File: config.mk
export PLATFORM = sky130hd
export DESIGN_NAME = ultrasonic_echo_ranger
export DESIGN_NICKNAME = d
export VERILOG_FILES = /design/src/uer_pkg.sv /design/src/uer_range.sv /design/src/uer_ctrl.sv /design/src/ultrasonic_echo_ranger.sv
export VERILOG_INCLUDE_DIRS = /design/src /design/src/src
export SDC_FILE = /design/constraint.sdc
export NUM_CORES = 1
export LEC_CHECK = 0
export ABC_AREA = 1
export BUFFER_PORTS_ARGS = -buffer_cell sky130_fd_sc_hd__buf_2
export CAP_MARGIN = 15
export CELL_PAD_IN_SITES_DETAIL_PLACEMENT = 1
export CELL_PAD_IN_SITES_GLOBAL_PLACEMENT = 2
export CORE_MARGIN = 2
export CORE_UTILIZATION = 38
export CTS_BUF_LIST = sky130_fd_sc_hd__clkbuf_4 sky130_fd_sc_hd__clkbuf_8 sky130_fd_sc_hd__clkbuf_16
export DETAILED_ROUTE_END_ITERATION = 10
export PLACE_DENSITY = 0.93
export RECOVER_POWER = 25
export SLEW_MARGIN = 10
export SYNTH_ARGS = -nofsm -noshare
export SYNTH_HDL_FRONTEND = slang
export SYNTH_SLANG_ARGS = --single-unit
File: constraint.sdc
create_clock -name clk -period 8.9 [get_ports clk]
set_clock_uncertainty 0.1 [all_clocks]
set_input_delay 0.445 -clock clk [delete_from_list [all_inputs] [get_ports clk]]
set_output_delay 0.445 -clock clk [all_outputs]
set_load 0.01 [all_outputs]
File: src/ultrasonic_echo_ranger_macros.svh
// assertion macros shared by the ranger rtl
// each expects clk and arst_n in the scope of the module that uses it
`ifndef ULTRASONIC_ECHO_RANGER_MACROS_SVH
`define ULTRASONIC_ECHO_RANGER_MACROS_SVH

// same-cycle implication
`define UER_ASSERT_IMP(lbl, ante, cons) \
	lbl: assert property (@(posedge clk) disable iff (!arst_n) (ante) |-> (cons)) \
		else $error("ranger check failed");

// next-cycle implication
`define UER_ASSERT_NXT(lbl, ante, cons) \
	lbl: assert property (@(posedge clk) disable iff (!arst_n) (ante) |=> (cons)) \
		else $error("ranger check failed");

`endif

File: src/uer_pkg.sv
`timescale 1ns / 1ps

package uer_pkg;

	// counter width default
	localparam int COUNTER_WIDTH_DEF = 16;

	// field widths
	localparam int TRIG_W  = 8;
	localparam int TIME_W  = 16;
	localparam int DIST_W  = 14;
	localparam int CFG_IDX_W = 2;

	// register reset values
	localparam logic [TRIG_W-1:0] TRIG_WIDTH_RST = 8'd15;
	localparam logic [TIME_W-1:0] MIN_ECHO_RST  = 16'd100;
	localparam logic [TIME_W-1:0] MAX_ECHO_RST  = 16'd29999;
	localparam logic [TIME_W-1:0] TIMEOUT_RST   = 16'd30000;

	// width * 17 / 100 as width * ceil(17 * 2^24 / 100) >> 24, exact for 16-bit widths
	localparam int SPEED_NUM  = 17;
	localparam int SPEED_DEN  = 100;
	localparam int DIST_SHIFT = 24;
	localparam int MULT_W     = 22;
	localparam logic [MULT_W-1:0] DIST_MULT =
		MULT_W'(((SPEED_NUM * (64'd1 << DIST_SHIFT)) + SPEED_DEN - 1) / SPEED_DEN);

	// register indexes
	typedef enum logic [CFG_IDX_W-1:0] {
		REG_TRIG_WIDTH = 2'd0,
		REG_MIN_ECHO   = 2'd1,
		REG_MAX_ECHO   = 2'd2,
		REG_TIMEOUT    = 2'd3
	} reg_idx_t;

	// measurement phase
	typedef enum logic [1:0] {
		PH_IDLE  = 2'd0,
		PH_RISE  = 2'd1,
		PH_FALL  = 2'd2,
		PH_READY = 2'd3
	} phase_t;

	typedef struct packed {
		logic [TRIG_W-1:0] trig_width;
		logic [TIME_W-1:0] min_echo;
		logic [TIME_W-1:0] max_echo;
		logic [TIME_W-1:0] timeout;
	} cfg_t;

	typedef struct packed {
		logic echo;
		logic rd;
		logic abrt;
		logic start;
	} req_t;

	typedef struct packed {
		logic read_ok;
		logic done;
		logic accepted;
	} flags_t;

endpackage

File: src/uer_range.sv
`timescale 1ns / 1ps

module uer_range (
	input  logic                        qualify,
	input  logic [uer_pkg::TIME_W-1:0]  width,
	input  logic [uer_pkg::TIME_W-1:0]  min_echo,
	input  logic [uer_pkg::TIME_W-1:0]  max_echo,
	output logic                        valid,
	output logic [uer_pkg::DIST_W-1:0]  distance
);

	localparam int PROD_W = uer_pkg::TIME_W + uer_pkg::MULT_W;

	logic [PROD_W-1:0] prod;

	// bounds check
	assign valid = qualify && (width >= min_echo) && (width <= max_echo);

	// distance by reciprocal multiply
	assign prod = PROD_W'(width) * PROD_W'(uer_pkg::DIST_MULT);
	assign distance = valid ?
		prod[uer_pkg::DIST_SHIFT +: uer_pkg::DIST_W] : '0;

endmodule

File: src/uer_ctrl.sv
`timescale 1ns / 1ps
`include "ultrasonic_echo_ranger_macros.svh"

module uer_ctrl #(
	parameter int COUNTER_WIDTH = uer_pkg::COUNTER_WIDTH_DEF
) (
	input  logic                        clk,
	input  logic                        arst_n,
	input  logic                        accept,
	input  uer_pkg::req_t               req,
	input  uer_pkg::cfg_t               cfg,
	output logic                        trigger,
	output uer_pkg::phase_t             phase,
	output uer_pkg::flags_t             flags,
	output logic                        sample_valid,
	output logic [uer_pkg::TIME_W-1:0]  sample_pulse_us,
	output logic [uer_pkg::DIST_W-1:0]  sample_distance_mm
);

	localparam int EW = (COUNTER_WIDTH > uer_pkg::TIME_W) ? COUNTER_WIDTH : uer_pkg::TIME_W;

	uer_pkg::phase_t phase_q, phase_d;
	logic [COUNTER_WIDTH-1:0] cnt_q, cnt_d, cnt_inc;
	logic echo_prev_q;
	logic trig_q, trig_d;
	logic valid_q;
	logic [uer_pkg::TIME_W-1:0] width_q;
	logic [uer_pkg::DIST_W-1:0] dist_q;
	uer_pkg::flags_t flags_q, flags_d;

	logic rise_edge, fall_edge, tmo;
	logic [EW-1:0] cnt_ext, inc_ext;
	logic [uer_pkg::TIME_W-1:0] cap_width, fin_width;
	logic fin, fin_qual;
	logic rng_valid;
	logic [uer_pkg::DIST_W-1:0] rng_dist;

	// edge and counter helpers
	assign rise_edge = req.echo && !echo_prev_q;
	assign fall_edge = !req.echo && echo_prev_q;
	assign cnt_inc   = (&cnt_q) ? cnt_q : cnt_q + COUNTER_WIDTH'(1);
	assign cnt_ext   = EW'(cnt_q);
	assign inc_ext   = EW'(cnt_inc);
	assign tmo       = inc_ext >= EW'(cfg.timeout);
	assign cap_width = (cnt_ext > EW'({uer_pkg::TIME_W{1'b1}})) ?
		{uer_pkg::TIME_W{1'b1}} : cnt_ext[uer_pkg::TIME_W-1:0];

	// next phase
	always_comb begin
		phase_d = phase_q;
		case (phase_q)
			uer_pkg::PH_IDLE: begin
				if (req.start) phase_d = uer_pkg::PH_RISE;
			end
			uer_pkg::PH_READY: begin
				if (req.rd) phase_d = uer_pkg::PH_IDLE;
			end
			uer_pkg::PH_RISE: begin
				if (req.abrt) phase_d = uer_pkg::PH_READY;
				else if (rise_edge) phase_d = uer_pkg::PH_FALL;
				else if (tmo) phase_d = uer_pkg::PH_READY;
			end
			uer_pkg::PH_FALL: begin
				if (req.abrt || fall_edge || tmo) phase_d = uer_pkg::PH_READY;
			end
			default: phase_d = uer_pkg::PH_IDLE;
		endcase
	end

	// counter, trigger and completion actions
	always_comb begin
		cnt_d    = cnt_q;
		trig_d   = trig_q;
		flags_d  = '0;
		fin      = 1'b0;
		fin_qual = 1'b0;
		fin_width = '0;
		case (phase_q)
			uer_pkg::PH_IDLE: begin
				if (req.start) begin
					flags_d.accepted = 1'b1;
					cnt_d  = '0;
					trig_d = 1'b1;
				end
			end
			uer_pkg::PH_READY: begin
				if (req.rd) flags_d.read_ok = 1'b1;
			end
			uer_pkg::PH_RISE, uer_pkg::PH_FALL: begin
				if (req.abrt) begin
					fin = 1'b1;
				end else if (phase_q == uer_pkg::PH_RISE && rise_edge) begin
					cnt_d  = '0;
					trig_d = 1'b0;
				end else if (phase_q == uer_pkg::PH_FALL && fall_edge) begin
					fin       = 1'b1;
					fin_qual  = 1'b1;
					fin_width = cap_width;
				end else if (tmo) begin
					fin = 1'b1;
				end else begin
					cnt_d  = cnt_inc;
					trig_d = (phase_q == uer_pkg::PH_RISE) &&
						(inc_ext < EW'(cfg.trig_width));
				end
				if (fin) begin
					flags_d.done = 1'b1;
					cnt_d  = '0;
					trig_d = 1'b0;
				end
			end
			default: ;
		endcase
	end

	uer_range u_range (
		.qualify  (fin_qual),
		.width    (fin_width),
		.min_echo (cfg.min_echo),
		.max_echo (cfg.max_echo),
		.valid    (rng_valid),
		.distance (rng_dist)
	);

	// state update per accepted word
	always_ff @(posedge clk or negedge arst_n) begin
		if (!arst_n) begin
			phase_q     <= uer_pkg::PH_IDLE;
			cnt_q       <= '0;
			echo_prev_q <= 1'b0;
			trig_q      <= 1'b0;
			flags_q     <= '0;
			valid_q     <= 1'b0;
			width_q     <= '0;
			dist_q      <= '0;
		end else if (accept) begin
			phase_q     <= phase_d;
			cnt_q       <= cnt_d;
			echo_prev_q <= req.echo;
			trig_q      <= trig_d;
			flags_q     <= flags_d;
			if (fin) begin
				valid_q <= rng_valid;
				width_q <= fin_width;
				dist_q  <= rng_dist;
			end
		end
	end

	assign trigger            = trig_q;
	assign phase              = phase_q;
	assign flags              = flags_q;
	assign sample_valid       = valid_q;
	assign sample_pulse_us    = width_q;
	assign sample_distance_mm = dist_q;

	// checks
	`UER_ASSERT_IMP(a_trig_only_rise, trig_q, phase_q == uer_pkg::PH_RISE)
	`UER_ASSERT_IMP(a_done_ready, flags_q.done, phase_q == uer_pkg::PH_READY)
	`UER_ASSERT_IMP(a_start_trig, flags_q.accepted, trig_q && phase_q == uer_pkg::PH_RISE)
	`UER_ASSERT_IMP(a_invalid_no_dist, !valid_q, dist_q == '0)
	`UER_ASSERT_NXT(a_hold_on_stall, !accept, $stable(phase_q) && $stable(cnt_q))

endmodule

File: src/ultrasonic_echo_ranger.sv
`timescale 1ns / 1ps
// Ultrasonic echo-pulse ranger, one input word per microsecond tick.
// Input stream s_axis: each word carries the start, abort and read strobes
// and the sampled echo level. Output stream m_axis: one result word for each
// input word, giving the trigger pin level, the phase, the event flags of the
// tick and the stored sample (valid, pulse width, distance in mm).
// Configuration: cfg_we with cfg_addr selects trigger width, min echo,
// max echo or timeout; write only while the streams are quiet.
// Latency: the result word is valid the cycle after its input word is taken.
// Throughput: one word per cycle while the receiver keeps m_axis_tready high; the
// phase machine, counter and the single distance multiplier all settle between
// the input word and the state registers that drive the result word.
// Stall: the output register holds its word while m_axis_tready is low, and
// s_axis_tready is low only while a word waits and the receiver stalls.
// Reset (arst_n low): phase idle, counter, trigger and stored sample cleared,
// registers back to 15, 100, 29999 and 30000, no output word pending.

module ultrasonic_echo_ranger #(
	parameter int COUNTER_WIDTH = uer_pkg::COUNTER_WIDTH_DEF
) (
	input  logic                           clk,
	input  logic                           arst_n,
	// start_request, abort_request, read_request, echo_level, zero fill
	input  logic [7:0]                     s_axis_tdata,
	input  logic                           s_axis_tvalid,
	output logic                           s_axis_tready,
	// trigger_level, phase, start_accepted, measurement_done, read_ok,
	// sample_valid, sample_pulse_us, sample_distance_mm, zero fill
	output logic [39:0]                    m_axis_tdata,
	output logic                           m_axis_tvalid,
	input  logic                           m_axis_tready,
	input  logic                           cfg_we,
	input  logic [uer_pkg::CFG_IDX_W-1:0]  cfg_addr,
	input  logic [uer_pkg::TIME_W-1:0]     cfg_wdata
);

	uer_pkg::cfg_t   cfg_q;
	uer_pkg::req_t   req;
	uer_pkg::phase_t phase;
	uer_pkg::flags_t flags;
	logic accept;
	logic out_valid_q;
	logic trigger;
	logic sample_valid;
	logic [uer_pkg::TIME_W-1:0] sample_pulse_us;
	logic [uer_pkg::DIST_W-1:0] sample_distance_mm;

	// configuration registers
	always_ff @(posedge clk or negedge arst_n) begin
		if (!arst_n) begin
			cfg_q.trig_width <= uer_pkg::TRIG_WIDTH_RST;
			cfg_q.min_echo   <= uer_pkg::MIN_ECHO_RST;
			cfg_q.max_echo   <= uer_pkg::MAX_ECHO_RST;
			cfg_q.timeout    <= uer_pkg::TIMEOUT_RST;
		end else if (cfg_we) begin
			case (uer_pkg::reg_idx_t'(cfg_addr))
				uer_pkg::REG_TRIG_WIDTH: cfg_q.trig_width <= cfg_wdata[uer_pkg::TRIG_W-1:0];
				uer_pkg::REG_MIN_ECHO:   cfg_q.min_echo   <= cfg_wdata;
				uer_pkg::REG_MAX_ECHO:   cfg_q.max_echo   <= cfg_wdata;
				uer_pkg::REG_TIMEOUT:    cfg_q.timeout    <= cfg_wdata;
				default: ;
			endcase
		end
	end

	// handshake
	assign s_axis_tready = !out_valid_q || m_axis_tready;
	assign accept        = s_axis_tvalid && s_axis_tready;
	assign req           = uer_pkg::req_t'(s_axis_tdata[3:0]);

	always_ff @(posedge clk or negedge arst_n) begin
		if (!arst_n) begin
			out_valid_q <= 1'b0;
		end else if (accept) begin
			out_valid_q <= 1'b1;
		end else if (m_axis_tready) begin
			out_valid_q <= 1'b0;
		end
	end

	uer_ctrl #(
		.COUNTER_WIDTH (COUNTER_WIDTH)
	) u_ctrl (
		.clk                (clk),
		.arst_n             (arst_n),
		.accept             (accept),
		.req                (req),
		.cfg                (cfg_q),
		.trigger            (trigger),
		.phase              (phase),
		.flags              (flags),
		.sample_valid       (sample_valid),
		.sample_pulse_us    (sample_pulse_us),
		.sample_distance_mm (sample_distance_mm)
	);

	// result word straight from the state registers
	assign m_axis_tvalid = out_valid_q;
	assign m_axis_tdata  = {3'b000, sample_distance_mm, sample_pulse_us, sample_valid,
		flags.read_ok, flags.done, flags.accepted, 2'(phase), trigger};

endmodule

==> out/qor.yml <==
timing:
  fmax_ghz: 0.137
  hold_ws_ns: 0.247
  final_hold_viol_count: 0
  rsz0062_at_grt: "false"
  min_period_ns: 7.32
  relSlewSlack_pct: -26.5
  worst_pin_slew_ns: 1.90
  drv_slew: 37
  fin_crit_sh_pct: 82.2
  tns_ns: 0
  finalSetupViolCount: 0
setup_path:
  critical_path.max_stage_delay_ns: 0.55
  required_ns: 9.12
  cp_slowest_cell: "fa_1"
  cp_data_arrival_time_ns: 7.53
  cp_max_fo: 15
  cp_common_cell: "inv_1"
  critPathLaunchType: "flip-flop"
  startpoint: "u_ctrl.phase[0]$_DFFE_PN0P_"
  path_delay_family: "adder cells"
  worstSetupPathType: "reg -> reg"
  critPathCaptureType: "flip-flop"
  critPathBufInv: 9
  rrSetupSlack_ns: 1.58
  r2r_start: "u_ctrl.phase[0]$_DFFE_PN0P_"
clocking:
  cts_tree: "built"
  cts.path.max_buffers: 2
  clock-sinks: 111
  cts_resized: 0
  post_cts_buffers: 0
  cts_max_level: 3
  cts-root-buf: "clkbuf_16"
  cts_inserted_buffers: 9
  cts_hold_buf: 1
  clkTransAtPathRegs_ns: 0.08
  clock_latency_ns: 0.38
routing:
  wl_per_cell_um: 18.0
  drcViolationCount: 0
  wirelength_mm: 37.9
  dr.pass1.iters: 5
  vias: 10700
  ant_nets: 0
  vias_per_cell: 5.07
  drt_iter0_markers: 453
layout:
  final_core_util_pct: 42.5
  drive_above_1_share_pct: 8.94
  diodes: 0
  final_cell_mix: "inv_1 (354), nand2_1 (312), ha_1 (218)"
  num-fill-cells: 4092
  layout.area.seq_um2: 2810
  multi_input_area_um2: 8440
  final_nets: 2013
  syn2layout_area_growth_pct: 9.45
  final_common_cell: "inv_1"
synthesis:
  async_flop_share_pct: 100
  synthCells: 1587
  synth_edf_count: 0
  yosysTopAreaCellShare_pct: 21.5
  avgSynthCellArea_um2: 8.01
  yosysSeqAreaShare_pct: 22.1
  synth_top_cell_by_area: "ha_1"
  ys_ff_latch: 111
  synth.top_cells.by_area: "ha_1 (21%), dfrtp_1 (17%), fa_1 (16%), inv_1 (10%), nand2_1 (9.2%)"
  synth_cell_types: 46
  ys.flop_type: "dfrtp_1"
  syn-cell-area_um2: 12700
  yosysWarningCount: 0
status:
  status: "finished with violations"
  violations: "max-capacitance violations, max-slew violations"
die:
  coreArea_um2: 32700
  rows: 66
  initial_utilization_pct: 38.9
  die_area_um2: 34900
  die_w_um: 187
  num_io_pins: 73
  fp.dieH_um: 187
pwr:
  p_leak_nw: 7.86
  power-per-cell-area_nw_per_um2: 99.8
  power_mw: 1.39
  peakVddDrop_uv: 88.4
grt:
  grt-ovfl-total: 0
  first_global_vias: 11700
  antenna_found_initial: 0
  grt_max_degree: 77
  grt_usage_pct: 22.7
  grt_pass1_wl_mm: 62.6
place:
  dp_hpwl_mm: 31.8
  globalplace.congestion: 0.926
  portBuffers: 65
hold_path:
  hold_start: "m_axis_tready"
  hp-class: "in -> reg"
job:
  maxCapViolCount: 1
synth_stat cells, types with 7 or more instances:
cell type  count
nor2_1       100
o21ai_0      123
a21oi_1       66
nand4_1       14
xor2_1        11
nand2_1      312
inv_1        354
dfstp_2       24
nand3_2        7
clkbuf_1      15
fa_1         103
nor3_1        15
dfrtp_1       87
nand3_1       55
ha_1         218
layout make-up:
class                   instances  area share [%]
inverters                     360            9.72
flip-flops and latches        111            20.2
multi-input cells            1095            60.7
well taps                     442            3.98
clock buffers                  11            1.77
repair buffers                 84            3.30
clock inverters                 5           0.369
path summary, 6_finish.rpt:
check / to / cells past startpoint
max: u_ctrl.sample_distance_mm[13]$_DFFE_PN0P_ / 32
min: m_axis_tvalid$_DFFE_PN0P_ / 4
max reg2reg: u_ctrl.sample_distance_mm[13]$_DFFE_PN0P_ / 32
min reg2reg: u_ctrl.sample_distance_mm[8]$_DFFE_PN0P_ / 2
max in group asynchronous: u_ctrl.sample_distance_mm[0]$_DFFE_PN0P_ / 3
min in group asynchronous: cfg_q[36]$_DFFE_PN0P_ / 2
power breakdown:
group          internal, mW  leakage, nW  switching (mW)
combinational         0.118         6.31           0.234
clock                 0.207        0.147           0.214
sequential            0.574         1.40          0.0421
worst min-delay path, stage by stage:
cell and delay, ns:
buf_2 0.07, inv_1 0.03, nand2_1 0.08, nand2_1 0.06
stage by stage:
step / instance area (um^2) / std cells / setup WS (ns)
after floorplan: 12700 / 1589 / 2.21
after global placement: 13600 / 2089 / 1.66
after detailed placement: 13600 / 2089 / 1.58
after CTS: 13900 / 2106 / 1.54
after global routing: 13900 / 2108 / 0.941
final: 13900 / 2108 / 1.58
routing by layer:
metal | part of all wire (%) | GRT usage (%) | vias up
met4 | 2.0 | 6.17 | 0
met3 | 4.5 | 3.47 | 41
met2 | 46 | 37.8 | 189
met5 | 0 | 0 | -
met1 | 47 | 30.9 | 5313
li1 | - | - | 5147
registers in the layout (all words and copies together) (netlist names):
name,count
m_axis_tvalid,1
u_ctrl.sample_distance_mm,14
u_ctrl.cnt_ext,16
u_ctrl.sample_valid,1
u_ctrl.phase,2
u_ctrl.trigger,1
u_ctrl.sample_pulse_us,16
cfg_q,56
u_ctrl.flags,3
u_ctrl.echo_prev_q,1
cell families after synthesis:
kind of cell	share of synthesized area, %
other	0.0295
XOR/XNOR	0.827
buffers and inverters	11.5
AND/OR/NAND/NOR	18.0
adder cells (fa/ha/maj)	37.7
flip-flops	22.1
AO/OA/AOI/OAI	9.78
(Power assumes the default switching activity.)
